[src/design/lcdseq_pkg.sv]
package lcdseq_pkg;

	typedef enum logic [1:0] {
		OP_INIT  = 2'd0,
		OP_CLEAR = 2'd1,
		OP_WRITE = 2'd2,
		OP_BLINK = 2'd3
	} op_t;

	typedef enum logic [2:0] {
		CFG_ENABLE_PULSE_US   = 3'd0,
		CFG_POWER_ON_DELAY_MS = 3'd1,
		CFG_SETTLE_DELAY_MS   = 3'd2,
		CFG_CLEAR_DELAY_MS    = 3'd3,
		CFG_PANEL_COLUMNS     = 3'd4
	} cfg_index_t;

	localparam logic [7:0] CMD_FUNCTION_SET  = 8'h38;
	localparam logic [7:0] CMD_DISPLAY_ON    = 8'h0C;
	localparam logic [7:0] CMD_CLEAR         = 8'h01;
	localparam logic [7:0] CURSOR_BLINK_BITS = 8'h03;
	localparam logic [7:0] CMD_SET_DDRAM     = 8'h80;
	localparam logic [6:0] ROW1_BASE         = 7'h40;

	localparam logic [2:0] FUNCTION_SET_REPEATS = 3'd3;
	localparam logic [2:0] INIT_TRANSFERS       = 3'd5;
	localparam logic [2:0] WRITE_TRANSFERS      = 3'd2;
	localparam logic [2:0] SINGLE_TRANSFER      = 3'd1;
	localparam logic [2:0] NO_TRANSFER          = 3'd0;

	typedef struct packed {
		logic [7:0] power_on_delay_ms;
		logic [7:0] settle_delay_ms;
		logic [7:0] clear_delay_ms;
		logic [5:0] panel_columns;
	} cfg_t;

	// One decoded request as it waits for its transfers to go out.
	typedef struct packed {
		op_t        op;
		logic [2:0] count;
		logic [7:0] cmd_byte;
		logic [7:0] char_byte;
	} desc_t;

endpackage

[src/design/lcdseq_cfg.sv]
module lcdseq_cfg
	import lcdseq_pkg::*;
(
	input  logic       clk,
	input  logic       arst_n,
	input  logic       cfg_valid,
	output logic       cfg_ready,
	input  logic [2:0] cfg_index,
	input  logic [7:0] cfg_data,
	output cfg_t       cfg
);

	cfg_t cfg_q;

	assign cfg_ready = 1'b1;
	assign cfg     = cfg_q;

	// The enable strobe length is taken for the bus driver and has no effect on
	// any transfer this block produces, so a write to it is accepted and dropped.
	always_ff @(posedge clk or negedge arst_n) begin
		if (!arst_n) begin
			cfg_q.power_on_delay_ms <= 8'd50;
			cfg_q.settle_delay_ms   <= 8'd5;
			cfg_q.clear_delay_ms    <= 8'd2;
			cfg_q.panel_columns     <= 6'd16;
		end else if (cfg_valid) begin
			case (cfg_index)
				CFG_POWER_ON_DELAY_MS: cfg_q.power_on_delay_ms <= cfg_data;
				CFG_SETTLE_DELAY_MS:   cfg_q.settle_delay_ms   <= cfg_data;
				CFG_CLEAR_DELAY_MS:    cfg_q.clear_delay_ms    <= cfg_data;
				CFG_PANEL_COLUMNS:     cfg_q.panel_columns     <= cfg_data[5:0];
				default: ;
			endcase
		end
	end

endmodule

[src/design/lcdseq_decode.sv]
module lcdseq_decode
	import lcdseq_pkg::*;
(
	input  logic       clk,
	input  logic       arst_n,
	input  cfg_t       cfg,
	input  logic       in_valid,
	output logic       in_stall,
	input  logic [1:0] operation,
	input  logic       row,
	input  logic [5:0] column,
	input  logic [7:0] character,
	input  logic       string_last,
	input  logic       blink_on,
	input  logic       release_s1,
	output logic       valid_s1,
	output desc_t      desc_s1
);

	logic       string_row_q;
	logic [6:0] next_column_q;
	logic       inside_string_q;

	logic       accept;
	logic       cur_row;
	logic [6:0] cur_col;
	logic       fits;
	logic [6:0] addr;
	op_t        op;
	desc_t      desc;

	assign op       = op_t'(operation);
	assign in_stall = valid_s1 && !release_s1;
	assign accept   = in_valid && !in_stall;

	// The first character of a string takes its place from the request; the
	// rest continue at the running column.
	assign cur_row = inside_string_q ? string_row_q : row;
	assign cur_col = inside_string_q ? next_column_q : {1'b0, column};
	assign fits    = cur_col < {1'b0, cfg.panel_columns};
	assign addr    = (cur_row ? ROW1_BASE : 7'd0) + cur_col;

	always_comb begin
		desc.op        = op;
		desc.count     = NO_TRANSFER;
		desc.cmd_byte  = CMD_CLEAR;
		desc.char_byte = character;
		case (op)
			OP_INIT: begin
				desc.count = INIT_TRANSFERS;
			end
			OP_CLEAR: begin
				desc.count = SINGLE_TRANSFER;
			end
			OP_WRITE: begin
				desc.count    = fits ? WRITE_TRANSFERS : NO_TRANSFER;
				desc.cmd_byte = CMD_SET_DDRAM | {1'b0, addr};
			end
			OP_BLINK: begin
				desc.count    = SINGLE_TRANSFER;
				desc.cmd_byte = CMD_DISPLAY_ON | (blink_on ? CURSOR_BLINK_BITS : 8'd0);
			end
			default: begin
				desc.count = NO_TRANSFER;
			end
		endcase
	end

	always_ff @(posedge clk or negedge arst_n) begin
		if (!arst_n) begin
			string_row_q    <= 1'b0;
			next_column_q   <= 7'd0;
			inside_string_q <= 1'b0;
			valid_s1        <= 1'b0;
		end else if (accept) begin
			valid_s1 <= 1'b1;
			if (op == OP_WRITE) begin
				string_row_q    <= cur_row;
				next_column_q   <= fits ? cur_col + 7'd1 : cur_col;
				inside_string_q <= !string_last;
			end else begin
				inside_string_q <= 1'b0;
			end
		end else if (release_s1) begin
			valid_s1 <= 1'b0;
		end
	end

	always_ff @(posedge clk) begin
		if (accept) begin
			desc_s1 <= desc;
		end
	end

endmodule

[src/design/lcdseq_emit.sv]
module lcdseq_emit
	import lcdseq_pkg::*;
(
	input  logic       clk,
	input  logic       arst_n,
	input  cfg_t       cfg,
	input  logic       valid_s1,
	input  desc_t      desc_s1,
	output logic       release_s1,
	output logic       out_valid,
	input  logic       out_stall,
	output logic       reg_select,
	output logic [7:0] bus_byte,
	output logic [7:0] pause_before_ms,
	output logic [7:0] pause_after_ms,
	output logic       is_last
);

	logic [2:0] idx_q;
	logic       out_valid_q;
	logic       reg_select_q;
	logic [7:0] bus_byte_q;
	logic [7:0] pause_before_q;
	logic [7:0] pause_after_q;
	logic       is_last_q;

	logic       advance;
	logic       emitting;
	logic       final_xfer;
	logic       nx_rs;
	logic [7:0] nx_byte;
	logic [7:0] nx_before;
	logic [7:0] nx_after;

	assign advance    = !out_valid_q || !out_stall;
	assign emitting   = valid_s1 && (desc_s1.count != NO_TRANSFER) && advance;
	assign final_xfer = idx_q == (desc_s1.count - 3'd1);
	// A dropped character has nothing to send and frees the stage at once.
	assign release_s1 = valid_s1 && ((desc_s1.count == NO_TRANSFER) || (advance && final_xfer));

	always_comb begin
		nx_rs     = 1'b0;
		nx_byte   = desc_s1.cmd_byte;
		nx_before = 8'd0;
		nx_after  = 8'd0;
		case (desc_s1.op)
			OP_INIT: begin
				if (idx_q < FUNCTION_SET_REPEATS) begin
					nx_byte   = CMD_FUNCTION_SET;
					nx_before = (idx_q == 3'd0) ? cfg.power_on_delay_ms : 8'd0;
					nx_after  = cfg.settle_delay_ms;
				end else if (idx_q == FUNCTION_SET_REPEATS) begin
					nx_byte  = CMD_DISPLAY_ON;
					nx_after = cfg.settle_delay_ms;
				end else begin
					nx_byte  = CMD_CLEAR;
					nx_after = cfg.clear_delay_ms;
				end
			end
			OP_CLEAR: begin
				nx_byte  = CMD_CLEAR;
				nx_after = cfg.clear_delay_ms;
			end
			OP_WRITE: begin
				if (idx_q != 3'd0) begin
					nx_rs   = 1'b1;
					nx_byte = desc_s1.char_byte;
				end
			end
			OP_BLINK: begin
				nx_byte = desc_s1.cmd_byte;
			end
			default: begin
				nx_byte = desc_s1.cmd_byte;
			end
		endcase
	end

	always_ff @(posedge clk or negedge arst_n) begin
		if (!arst_n) begin
			idx_q       <= 3'd0;
			out_valid_q <= 1'b0;
		end else begin
			if (advance) begin
				out_valid_q <= emitting;
			end
			if (emitting) begin
				idx_q <= final_xfer ? 3'd0 : idx_q + 3'd1;
			end
		end
	end

	always_ff @(posedge clk) begin
		if (emitting) begin
			reg_select_q   <= nx_rs;
			bus_byte_q     <= nx_byte;
			pause_before_q <= nx_before;
			pause_after_q  <= nx_after;
			is_last_q      <= final_xfer;
		end
	end

	assign out_valid       = out_valid_q;
	assign reg_select      = reg_select_q;
	assign bus_byte        = bus_byte_q;
	assign pause_before_ms = pause_before_q;
	assign pause_after_ms  = pause_after_q;
	assign is_last         = is_last_q;

endmodule

[src/design/char_lcd_command_sequencer_core.sv]
// Turns init, clear, write-character and set-blink requests into 8-bit bus
// transfers for a two-row character LCD (RS bit, data byte, pause before and
// after, and a last flag on the final transfer of each request). A request is
// decoded into a registered holding stage, and transfers then leave the
// output register at one per cycle while the output is not stalled: init
// sends 5 transfers, a character write 2, clear and set blink 1, and a
// character past the last column sends nothing. The next request is taken in
// the cycle its predecessor's final transfer enters the output register, so
// an output stall holds the input side only once the holding stage is full.
module char_lcd_command_sequencer_core
	import lcdseq_pkg::*;
(
	input  logic       clk,
	input  logic       arst_n,
	input  logic       cfg_valid,
	output logic       cfg_ready,
	input  logic [2:0] cfg_index,
	input  logic [7:0] cfg_data,
	input  logic       in_valid,
	output logic       in_stall,
	input  logic [1:0] operation,
	input  logic       row,
	input  logic [5:0] column,
	input  logic [7:0] character,
	input  logic       string_last,
	input  logic       blink_on,
	output logic       out_valid,
	input  logic       out_stall,
	output logic       reg_select,
	output logic [7:0] bus_byte,
	output logic [7:0] pause_before_ms,
	output logic [7:0] pause_after_ms,
	output logic       is_last
);

	cfg_t  cfg;
	logic  valid_s1;
	desc_t desc_s1;
	logic  release_s1;

	lcdseq_cfg u_cfg (
		.clk       (clk),
		.arst_n    (arst_n),
		.cfg_valid (cfg_valid),
		.cfg_ready (cfg_ready),
		.cfg_index (cfg_index),
		.cfg_data  (cfg_data),
		.cfg       (cfg)
	);

	lcdseq_decode u_decode (
		.clk         (clk),
		.arst_n      (arst_n),
		.cfg         (cfg),
		.in_valid    (in_valid),
		.in_stall    (in_stall),
		.operation   (operation),
		.row         (row),
		.column      (column),
		.character   (character),
		.string_last (string_last),
		.blink_on    (blink_on),
		.release_s1  (release_s1),
		.valid_s1    (valid_s1),
		.desc_s1     (desc_s1)
	);

	lcdseq_emit u_emit (
		.clk             (clk),
		.arst_n          (arst_n),
		.cfg             (cfg),
		.valid_s1        (valid_s1),
		.desc_s1         (desc_s1),
		.release_s1      (release_s1),
		.out_valid       (out_valid),
		.out_stall       (out_stall),
		.reg_select      (reg_select),
		.bus_byte        (bus_byte),
		.pause_before_ms (pause_before_ms),
		.pause_after_ms  (pause_after_ms),
		.is_last         (is_last)
	);

endmodule

[config.mk]
export PLATFORM = sky130hd
export DESIGN_NAME = char_lcd_command_sequencer_core
export DESIGN_NICKNAME = d
export VERILOG_FILES = /design/src/design/lcdseq_pkg.sv /design/src/design/lcdseq_cfg.sv /design/src/design/lcdseq_decode.sv /design/src/design/lcdseq_emit.sv /design/src/design/char_lcd_command_sequencer_core.sv
export SDC_FILE = /design/constraint.sdc
export NUM_CORES = 1
export LEC_CHECK = 0
export CAP_MARGIN = 20
export CELL_PAD_IN_SITES_DETAIL_PLACEMENT = 0
export CELL_PAD_IN_SITES_GLOBAL_PLACEMENT = 1
export CORE_MARGIN = 4
export CORE_UTILIZATION = 46
export CTS_CLUSTER_SIZE = 8
export DETAILED_ROUTE_END_ITERATION = 16
export DONT_BUFFER_PORTS = 1
export MAX_ROUTING_LAYER = met4
export PLACE_DENSITY = 0.79
export SLEW_MARGIN = 20
export SYNTH_ARGS = -nofsm -noshare
export SYNTH_HDL_FRONTEND = slang
export SYNTH_SLANG_ARGS = --single-unit
[constraint.sdc]
create_clock -name clk -period 2.2 [get_ports clk]
set_clock_uncertainty 0.1 [all_clocks]
set_input_delay 0.22 -clock clk [delete_from_list [all_inputs] [get_ports clk]]
set_output_delay 0.22 -clock clk [all_outputs]
set_load 0.005 [all_outputs]
# Word level (Yosys, flattened, before mapping)
# Cells that the tools add are included.
# Widths: inputs -> output; s select.
[op_classes] reduce_logical=27 n_bitwise=0 shifts=0 n_addsub=4 magnitude_cmp=2 div_mod_pow=0 n_mux=20 mul=0 eq_ne=12
[op_table] cell="$mux 8" n=4
[op_table] cell="$pmux 8 s2" n=2
[op_table] cell="$pmux 8 s4" n=1
[op_table] cell="$mux 7" n=3
[op_table] cell="$reduce_and 2->1" n=5
[op_table] cell="$eq 3x2->1 const B" n=3
[op_table] cell="$pmux 3 s3" n=1
[op_table] cell="$eq 2x2->1 const B" n=4
[op_table] cell="$add 7x1->7 const B" n=1
[op_table] cell="$add 7x7->7" n=1
[op_table] cell="$lt 7x6->1" n=1
[op_table] cell="$logic_and 1x1->1" n=6
[op_table] cell="$logic_not 3->1" n=2
[op_table] cell="$reduce_bool 3->1" n=2
[op_table] cell="$logic_not 1->1" n=5
[op_table] cell="$mux 1" n=5
[op_table] cell="$eq 2x1->1 const B" n=2
[op_table] cell="$logic_not 2->1" n=2
[op_table] cell="$mux 2" n=2
[op_table] cell="$mux 4" n=1
[op_table] cell="$add 3x1->3 const B" n=1
[op_table] cell="$eq 3x1->1 const B" n=1
[op_table] cell="$eq 3x3->1" n=1
[op_table] cell="$eq 3x3->1 const B" n=1
[op_table] cell="other kinds (7)" n=8
[totals] latchBits=0 ramBits=0 input_bits=35 out_inout_bits=29 ff_bits=91 word_cells=84 mem_count=0 romBits=0

# Longest topological paths before layout
# Gate-level depths: netlist of the first run.
[logic_depth] depth_word=10 depth_mapped=9 mapped_depth_nobuf=8

# By module
# From an unflattened synthesis of the first run, not the netlist that was laid out.
[unflattened] cells_unflattened=303 area_unflattened_um2=4267.8
[modules_own_cells] mod="lcdseq_decode" cells_each=121 n_inst=1 seq_area_each_um2=880.8 area_each_um2=1512.7
[modules_own_cells] mod="lcdseq_emit" cells_each=113 n_inst=1 seq_area_each_um2=880.8 area_each_um2=1477.7
[modules_own_cells] mod="lcdseq_cfg" cells_each=69 n_inst=1 seq_area_each_um2=759.5 area_each_um2=1277.5

# Least setup slack after synthesis of the first run
# No wires, ideal clock.
[synth_timing] path_type="reg-to-reg" start="register u_decode.inside_string_q" end="register u_decode.next_column_q[5]" n_path_buf=1 synth_period_minus_slack_ns=2.447 setup_ns=0.095 t_arrival_ns=2.251 path_stages_with_launch=10 required_ns=2.005 path_slack_ns=-0.247 cell_sequence="dfrtp_1 -> buf_6 -> mux2i_1 -> inv_1 -> ha_1 -> a21o_1 -> a221oi_4 -> nand2_2 -> o31a_1 -> o31ai_1"
[synth_between] elab_chain_len=3 word_cells_on_any_way=4 cone_classes="add/sub (1); order compare (1); mux (2)"
[synth_rtl] item="from (decl)" line_no="lcdseq_decode.sv:22" source="logic inside_string_q;"
[synth_rtl] item="from (signal assigned)" line_no="lcdseq_decode.sv:80" source="inside_string_q <= !string_last;"
[synth_rtl] item="$mux 7 (*)" line_no="lcdseq_decode.sv:39" source="assign cur_col = inside_string_q ? next_column_q : {1'b0, column};"
[synth_rtl] item="$add 7x1->7 or $lt 7x6->1 (tied branches)" line_no="lcdseq_decode.sv:79, lcdseq_decode.sv:40"
[synth_rtl] item="$mux 7 (*)" line_no="lcdseq_decode.sv:79" source="next_column_q <= fits ? cur_col + 7'd1 : cur_col;"
[synth_rtl] item="to (signal assigned)" line_no="lcdseq_decode.sv:79"
[synth_rtl] item="to (decl)" line_no="lcdseq_decode.sv:21" source="logic [6:0] next_column_q;"
# Every way passes the cells marked *; elsewhere a longest branch is shown, timed or not.
# A chain may end at the register's enable or synchronous reset.

# Worst setup path after layout of the first run
# Ends and elaborated chain as after synthesis.

==> results of run 1 <==
[power groups by stage]
stage,logic [W],registers [W],clock network (W)
3_5_place_dp,0.00176,0.00270,0
5_1_grt,0.00210,0.00272,0.00119
3_3_place_gp,0.00170,0.00269,0
2_1_floorplan,0.00133,0.00259,0
6_report,0.00190,0.00266,0.00109
4_1_cts,0.00190,0.00267,0.00112
[cell usage in the layout (no fill, tap or decap), types with 3 or more instances in the layout]
cell and count:
edfxtp_1 47, a22o_1 8, inv_1 14, dfrtp_1 36, and2_1 9, clkbuf_8 9, buf_4 22, dfstp_2 7
a21boi_0 3, mux2_2 28, xnor2_1 4, dlygate4sd3_1 23, o21ai_2 4, a31oi_1 3, ha_1 8, mux2_4 4
o21a_1 4, clkinvlp_4 3, o21ai_0 13, inv_2 3, nor2_1 11, inv_6 3, nand2_1 28, a21oi_1 3
nand3_1 3, nand2b_1 3, ha_4 3
[cell families (layout without fill, tap and decap cells)]
| logic type | Yosys count | in the layout |
|---|---|---|
| compound gates | 57 | 57 |
| xor+xnor | 7 | 7 |
| fa+ha+maj | 11 | 11 |
| buf+inv | 28 | 84 |
| flops | 91 | 91 |
| mux | 36 | 36 |
| other cells | 1 | 2 |
| simple gates | 74 | 74 |
[state kept, by name (all words and copies together), names as in the netlist]
register,count
u_cfg.cfg,30
u_decode.desc_s1,21
u_emit.bus_byte,8
u_emit.pause_after_ms,8
u_emit.pause_before_ms,8
u_decode.next_column_q,7
u_emit.idx_q,3
u_decode.inside_string_q,1
u_decode.string_row_q,1
u_decode.valid_s1,1
u_emit.is_last,1
u_emit.out_valid,1
u_emit.reg_select,1
[worst max path at each step]
stage | from | to | depth (start not counted) | slack (ns)
final | u_decode.inside_string_q$_DFFE_PN0P_ | u_decode.next_column_q[5]$_DFFE_PN0P_ | 8 | -0.14
after global routing | u_decode.inside_string_q$_DFFE_PN0P_ | u_decode.next_column_q[5]$_DFFE_PN0P_ | 8 | -0.22
after CTS | u_decode.inside_string_q$_DFFE_PN0P_ | u_decode.next_column_q[5]$_DFFE_PN0P_ | 8 | -0.16
after detailed placement | u_decode.inside_string_q$_DFFE_PN0P_ | u_decode.next_column_q[5]$_DFFE_PN0P_ | 8 | -0.27
after global placement | u_decode.inside_string_q$_DFFE_PN0P_ | u_decode.next_column_q[5]$_DFFE_PN0P_ | 8 | -0.20
after floorplan | u_decode.inside_string_q$_DFFE_PN0P_ | u_decode.next_column_q[5]$_DFFE_PN0P_ | 9 | -0.11
[metrics by stage]
| stage | total power, W | util [%] |
|---|---|---|
| floorplan | 0.00392 | - |
| global placement | 0.00439 | 51.3 |
| detailed placement | 0.00446 | 51.3 |
| CTS | 0.00569 | 57.0 |
| global route | 0.00601 | 57.2 |
| finish | 0.00565 | 57.2 |
[routing by layer]
layer,vias to the layer above,wire length (um),global-route usage [%]
met5,-,0,-
li1,1205,-,-
met3,11,317,3.72
met2,48,4080,26.5
met1,1203,3690,21.8
met4,0,119,6.37
[layout make-up]
type	count	area share [%]
flip-flops and latches	91	50.6
multi-input cells	186	31.5
repair buffers	50	9.81
well taps	108	2.71
clock buffers	9	2.48
inverters	18	1.43
clock inverters	7	1.38
diodes	1	0.0502
[worst max-delay path, stage by stage, from the launching register on]
cell,delay [ns]
dfrtp_2,0.50
buf_6,0.14
mux2_4,0.31
ha_4,0.21
o21a_1,0.19
o2111ai_4,0.27
nand2_2,0.10
o31a_1,0.24
o31ai_1,0.18
[timing repair]
| action | CTS | global route |
|---|---|---|
| resized for setup | 10 | 1 |
| setup buffers | 2 | 1 |
| endpoints found under the setup margin | 38 | 8 |
| endpoints found under the hold margin | 93 | 0 |
| hold buffers | 24 | 0 |
| pin swaps | 7 | 2 |
==> metrics.md, run 1 <==
| Metric | Value |
|---|---|
| Leakage power | `1.98 nW` |
| Fin crit share | `106%` |
| Syn Inst Count | `305` |
| Top-count cell post-synth | `edfxtp_1` |
| Top_reg_cell synth | `edfxtp_1` |
| Multi-input gate area | `1570 sq um` |
| Initial Util | `47.4%` |
| Synth Area in XOR/XNOR | `1.88%` |
| Final setup viols | `6` |
| Placement Cell Area | `4480 sq um` |
| Overflow after GRT | `0` |
| Syn_area_per_cell | `13.5 sq um` |
| Layout cell share with drive strength beyond 1 | `30.7%` |
| Sw frac | `33.3%` |
| Reg2reg setup slack | `-0.14 ns` |
| Path category of the worst min-delay check | `in2reg` |
| Crit start category | `flop` |
| NetSw | `0.00188 W` |
| Crit. End Element | `flop` |
| Worst EP required | `2.36 ns` |
| Max clock buf depth | `2` |
| R2R depth | `8` |
| Clock tree from TritonCTS | `built` |
| VDD IR max | `0.000442 V` |
| Hold worst-path end | `u_decode.desc_s1[9]$_DFFE_PP_` |
| Post-synthesis mux area share | `9.87%` |
| X dimension of the die | `103 um` |
| Port bufs | `0` |
| TritonCTS Sinks | `91` |
| Fill cells | `680` |
| CP Max Fanout | `6` |
| Area leader, netlist | `edfxtp_1` |
| DRT Pass-1 Iters | `4` |
| Post-synth top area share | `34.2%` |
| Place WS | `-0.271 ns` |
| Die area | `10600 sq um` |
| Commonest cells post-synth | `47 x edfxtp_1, 37 x dfrtp_1, 30 x mux2_2` |
| Area Overhead vs Synth | `20.7%` |
| Final Hold Violating Endpoints | `0` |
| Post-route insts no fill | `470` |
| EDFF count, synth | `47` |
| Compound-cell area share of the yosys netlist | `11.1%` |
| # rows | `34` |
| Fmax achieved | `0.427 GHz` |
| Drt initial violations | `91` |
| Gate power share | `33.7%` |
| Synth Area in Simple Gates | `9.63%` |
| Ranking of synthesized cells by area | `edfxtp_1 34%, dfrtp_1 22%, mux2_2 8.2%, dfstp_2 4.5%, ha_1 3.3%` |
| Worst hold slack | `0.0262 ns` |
| Storage cell area | `2520 sq um` |
| Slew Viols, Final | `0` |
| Final worst setup slack | `-0.140 ns` |
| Routed WL | `8210 um` |
| Power Internal | `0.00377 W` |
| Routed len/inst | `17.5 um` |
| Netlist Area Pre-Place | `4130 sq um` |
| Max-cap violations | `0` |
| Sequential fraction of the synthesis area | `61.0%` |
| Die Y | `103 um` |
| Run status | `complete, but fails checks` |
| Failing checks | `setup timing` |
| Distinct cells, synth | `61` |
| Rel. slew slack | `55.8%` |
| Hold Crit Depth | `1` |
| P per Cell Area | `1130 nW/um^2` |
| Adder-cell share of the synthesized area | `3.33%` |
| Vias/cell | `5.25` |
| Slew @ Worst Pin | `0.660 ns` |
| Area of the core | `8720 sq um` |
| Final min period | `2.34 ns` |
| FF-to-FF End | `u_decode.next_column_q[5]$_DFFE_PN0P_` |
| Flops & latches, synth | `91` |
| Syn Nets | `351` |
| Final net count | `402` |
| Main combinational cell family by area after synthesis | `compound AO/OA/AOI/OAI gates` |
| Total Routing Usage GR | `16.9%` |
| Design Area, Final | `4980 sq um` |
| Min-delay src | `operation[1]` |
| Crit Path Class | `reg2reg` |
| H-tree lvl count | `3` |
| Synth warnings | `0` |
| DRC Markers | `0` |
| Vias in the first global route | `2472` |
| Ports | `64` |
| Post-Route Setup TNS | `-0.553 ns` |
| Antenna Violating Nets Remaining | `0` |
| Worst Path Arrival | `2.50 ns` |
| Worst skew pair latency | `0.36 ns` |
| Async set-reset flop share out of synthesis | `48.4%` |
| Worst r2r src | `u_decode.inside_string_q$_DFFE_PN0P_` |
| Largest net degree at the start of global routing | `45` |
| Clock-pin slew of the registers on the worst-case setup and hold paths | `0.09 ns` |
| Placed insts | `426` |
| Root Buffer | `clkbuf_8` |
| Clk network pwr share | `19.2%` |
| Via count | `2467` |
| Clock buffer count from CTS | `9` |
| Initial antenna violation count | `1` |
| RSZ-0062 raised after global routing | `true` |
| Placer's final routability congestion estimate | `0.868` |
| Global-route wire length before repair | `12900 um` |
| Sequential power share | `47.1%` |
| Post-DP HPWL | `5770 um` |
Power figures use the tool's default switching activity.
==> run 2, diff against run 1 <==
CORE_UTILIZATION = 47   (was 46)
SYNTH_HIERARCHICAL = 1   (was unset)
==> run 2 against run 1 <==
  * The run still ends with setup timing left
  * Hold slack got worse by 0.017 ns
  * Die area increased by 1.0%
  * Largest power group unchanged
  * Combinational power increased by 15%
  * Synthesized cell count decreased by 0.66%
  * Via count increased by 2.0%
  * Global-route usage increased by 0.73 points
  * Highest routed layer unchanged
  * Register-to-register slack got worse by 0.05 ns
==> metrics.md, run 2 <==
| Metric | Value |
|---|---|
| Run status | `complete, but fails checks` |
| Failing checks | `setup timing` |
| Final Total Pwr | `0.00598 W (+6.0%)` |
| P per Cell Area | `1130 nW/um^2 (+0.13%)` |
| Synth warnings | `6 (+6)` |
| Ranking of synthesized cells by area | `edfxtp_1 33%, dfrtp_1 22%, mux2_4 8.1%, mux2i_1 4.7%, dfstp_2 4.3%` |
| Vias in the first global route | `2592 (+4.9%)` |
| X dimension of the die | `103 um (+0.51%)` |
| Worst Path Arrival | `2.54 ns (+0.04 ns)` |
| Vias/cell | `5.27 (+0.32%)` |
| Clock-pin slew of the registers on the worst-case setup and hold paths | `0.10 ns (about the same)` |
| Die area | `10700 sq um (+1.0%)` |
| Design Area, Final | `5280 sq um (+5.8%)` |
| Area of the core | `8760 sq um (+0.49%)` |
| Crit-path slowest cell | `dfrtp_2` |
| Post-synth top area share | `33.1% (-1.1 points)` |
| Async set-reset flop share out of synthesis | `48.4% (unchanged)` |
| Leakage power | `2.18 nW (+9.8%)` |
| Syn Nets | `350 (-0.28%)` |
| CP Max Fanout | `8 (+2)` |
| Initial Util | `48.7% (+1.3 points)` |
| Placement Cell Area | `4570 sq um (+2.1%)` |
| Distinct cells, synth | `51 (-16%)` |
| Area leader, netlist | `edfxtp_1` |
| Multi-input gate area | `1790 sq um (+14%)` |
| Clock tree from TritonCTS | `built` |
| Final worst setup slack | `-0.186 ns (-0.0454 ns)` |
| Max clock buf depth | `2 (unchanged)` |
| Flops & latches, synth | `91 (unchanged)` |
| Initial antenna violation count | `2 (+1)` |
| Top_reg_cell synth | `edfxtp_1` |
| Via count | `2517 (+2.0%)` |
| Crit. End Element | `flop` |
| Die Y | `103 um (+0.51%)` |
| Rel. slew slack | `60.0% (+4.2 points)` |
| Global-route wire length before repair | `13800 um (+7.0%)` |
| Fill cells | `669 (-1.6%)` |
| Ports | `64 (unchanged)` |
| Post-DP HPWL | `5840 um (+1.2%)` |
| Slew Viols, Final | `0 (unchanged)` |
| Most common cell after layout, fill and taps aside | `edfxtp_1` |
| DRT Pass-1 Iters | `4 (unchanged)` |
| EDFF count, synth | `47 (unchanged)` |
| Final Hold Violating Endpoints | `0 (unchanged)` |
| Bufs and invs on worst path | `4 (+3)` |
| Clock buffer count from CTS | `9 (unchanged)` |
| NetSw | `0.00202 W (+7.5%)` |
| Root Buffer | `clkbuf_8` |
| RSZ-0062 raised after global routing | `true` |
| Placer's final routability congestion estimate | `0.908 (+4.7%)` |
| Clk network pwr share | `18.6% (-0.6 points)` |
| Critical Path Most Common Cell | `buf_4` |
| VDD IR max | `0.000480 V (+8.6%)` |
| Crit start category | `flop` |
| Netlist Area Pre-Place | `4270 sq um (+3.3%)` |
| DRC Markers | `0 (unchanged)` |
| Sequential power share | `44.9% (-2.2 points)` |
| Final min period | `2.39 ns (+0.0454 ns)` |
| Routed len/inst | `17.7 um (+1.3%)` |
| Max-cap violations | `0 (unchanged)` |
| Syn_area_per_cell | `14.1 sq um (+4.0%)` |
| Drt initial violations | `102 (+12%)` |
| Number of flip-flops in the largest register | `30 (unchanged)` |
| TritonCTS Sinks | `91 (unchanged)` |
| Port bufs | `0 (unchanged)` |
| Layout cell share with drive strength beyond 1 | `34.2% (+3.5 points)` |
| Overflow after GRT | `0 (unchanged)` |
| Fmax achieved | `0.419 GHz (-1.9%)` |
| Routed WL | `8460 um (+3.0%)` |
| Worst skew pair latency | `0.36 ns (about the same)` |
| Final setup viols | `31 (+25)` |
| Syn Inst Count | `303 (-0.66%)` |
| Area Overhead vs Synth | `23.6%` |
| Sw frac | `33.7% (+0.48 points)` |
| Sequential fraction of the synthesis area | `59.1% (-2.0 points)` |
| Gate power share | `36.4% (+2.7 points)` |
| Most frequent cells in the layout | `47 x edfxtp_1, 36 x dfrtp_1, 25 x mux2_4, 25 x buf_4, 24 x dlygate4sd3_1` |
| CP top delay family | `buffers and inverters` |
| Worst EP required | `2.35 ns (about the same)` |
| H-tree lvl count | `3 (unchanged)` |
| Worst path max stage delay | `0.50 ns (about the same)` |
| Crit Path Class | `reg2reg` |
| Total Routing Usage GR | `17.7% (+0.73 points)` |
| Largest net degree at the start of global routing | `45 (unchanged)` |
| Final net count | `410 (+2.0%)` |
| Cell Chain, Critical Path | `buf_4, mux2i_2, inv_1, ha_4, nand4_1, buf_4, o211ai_4, buf_4, xor2_2, o21ai_1` |
| Fin crit share | `108% (+2.1 points)` |
| Storage cell area | `2520 sq um (unchanged)` |
| Power Internal | `0.00397 W (+5.2%)` |
| Antenna Violating Nets Remaining | `0 (unchanged)` |
| Slew @ Worst Pin | `0.600 ns (-0.0601 ns)` |
| Top-count cell post-synth | `edfxtp_1` |
| Path category of the worst min-delay check | `in2reg` |
| # rows | `34 (unchanged)` |
| Commonest cells post-synth | `47 x edfxtp_1, 37 x dfrtp_1, 23 x mux2_4` |
-- run 2: changes by cell type after synthesis, sizes merged, moves of 3 or more --
cell,before,now
mux2i,4,20
nand2,29,16
a22o,8,0
nor2,12,20
o21ai,19,13
o21bai,0,4
a31oi,3,0
and4bb,0,3
o2111ai,3,0
-- run 2: per-layer routing --
metal  global-route usage [%]  vias to the layer above  wire [um]
li1                         -                     1218          -
met1                     22.9                     1233       3820
met2                     27.1                       57       4140
met3                     5.30                        9        393
met4                     5.18                        0         94
met5                        -                        -          0
-- run 2: repair_timing --
action / in CTS / in global routing
endpoints found under the hold margin: 94 / 1
pin swaps: 15 / 11
setup buffers: 8 / 2
gates resized for setup: 21 / 14
setup endpoints to repair: 17 / 32
hold buffers: 24 / 1
-- run 2: kinds of logic (layout without fill, tap and decap cells) --
| family | Yosys count | after routing | synth area share (%) |
|---|---|---|---|
| compound gates | 41 | 41 | 7.80 |
| xor+xnor | 8 | 8 | 1.99 |
| fa+ha+maj | 12 | 12 | 3.52 |
| buf+inv | 27 | 92 | 3.17 |
| flops | 91 | 91 | 59.1 |
| mux | 54 | 54 | 15.7 |
| other cells | 1 | 3 | 0.0879 |
| simple gates | 69 | 69 | 8.68 |
-- run 2: final cells by class --
cell class                      instances  share of cell area (%)
Clock buffer                            9                    2.35
Multi-Input combinational cell        185                    33.9
Clock inverter                          7                    1.26
Inverter                               18                    1.35
Antenna cell                            2                  0.0949
Timing Repair Buffer                   58                    10.7
Sequential cell                        91                    47.8
Tap cell                              108                    2.56
-- run 2: worst reg2reg max path: stages (launching register included) --
cell and delay [ns]:
dfrtp_2 0.50, buf_4 0.16, mux2i_2 0.21, inv_1 0.10, ha_4 0.29, nand4_1 0.15, buf_4 0.20, o211ai_4 0.20
buf_4 0.15, xor2_2 0.15, o21ai_1 0.08
-- run 2: worst paths after layout --
kind                                                      start                                     to  slack, ns  cells after the start
max in group asynchronous                                arst_n              u_cfg/cfg[16]$_DFFE_PN1P_       1.48                      2
max reg2reg                u_decode/inside_string_q$_DFFE_PN0P_  u_decode/next_column_q[3]$_DFFE_PN0P_      -0.19                     10
max                        u_decode/inside_string_q$_DFFE_PN0P_  u_decode/next_column_q[3]$_DFFE_PN0P_      -0.19                     10
min reg2reg                           u_cfg/cfg[29]$_DFFE_PN0P_              u_cfg/cfg[29]$_DFFE_PN0P_       0.41                      1
min in group asynchronous                                arst_n              u_cfg/cfg[29]$_DFFE_PN0P_       0.25                      2
min                                                    in_valid   u_decode/inside_string_q$_DFFE_PN0P_      0.009                      3
-- run 2: through the flow --
stage | hold slack [ns] | std cells | TNS, ns | setup WS (ns) | util (%)
detailed placement | -0.174 | 425 | -1.81 | -0.321 | 52.2
global route | -0.00604 | 478 | -6.28 | -0.274 | 60.2
global placement | -0.174 | 425 | -1.16 | -0.200 | 52.2
finish | 0.00918 | 478 | -2.40 | -0.186 | 60.2
CTS | 0.00531 | 473 | -1.26 | -0.179 | 59.3
floorplan | -0.176 | 303 | -1.02 | -0.182 | -
-- run 2: power by group through the flow --
stage          Combinational (W)  Sequential [W]  Clock (W)
3_5_place_dp             0.00179         0.00272          0
6_report                 0.00218         0.00269    0.00111
4_1_cts                  0.00208         0.00269    0.00113
2_1_floorplan            0.00135         0.00261          0
3_3_place_gp             0.00175         0.00271          0
5_1_grt                  0.00239         0.00276    0.00121
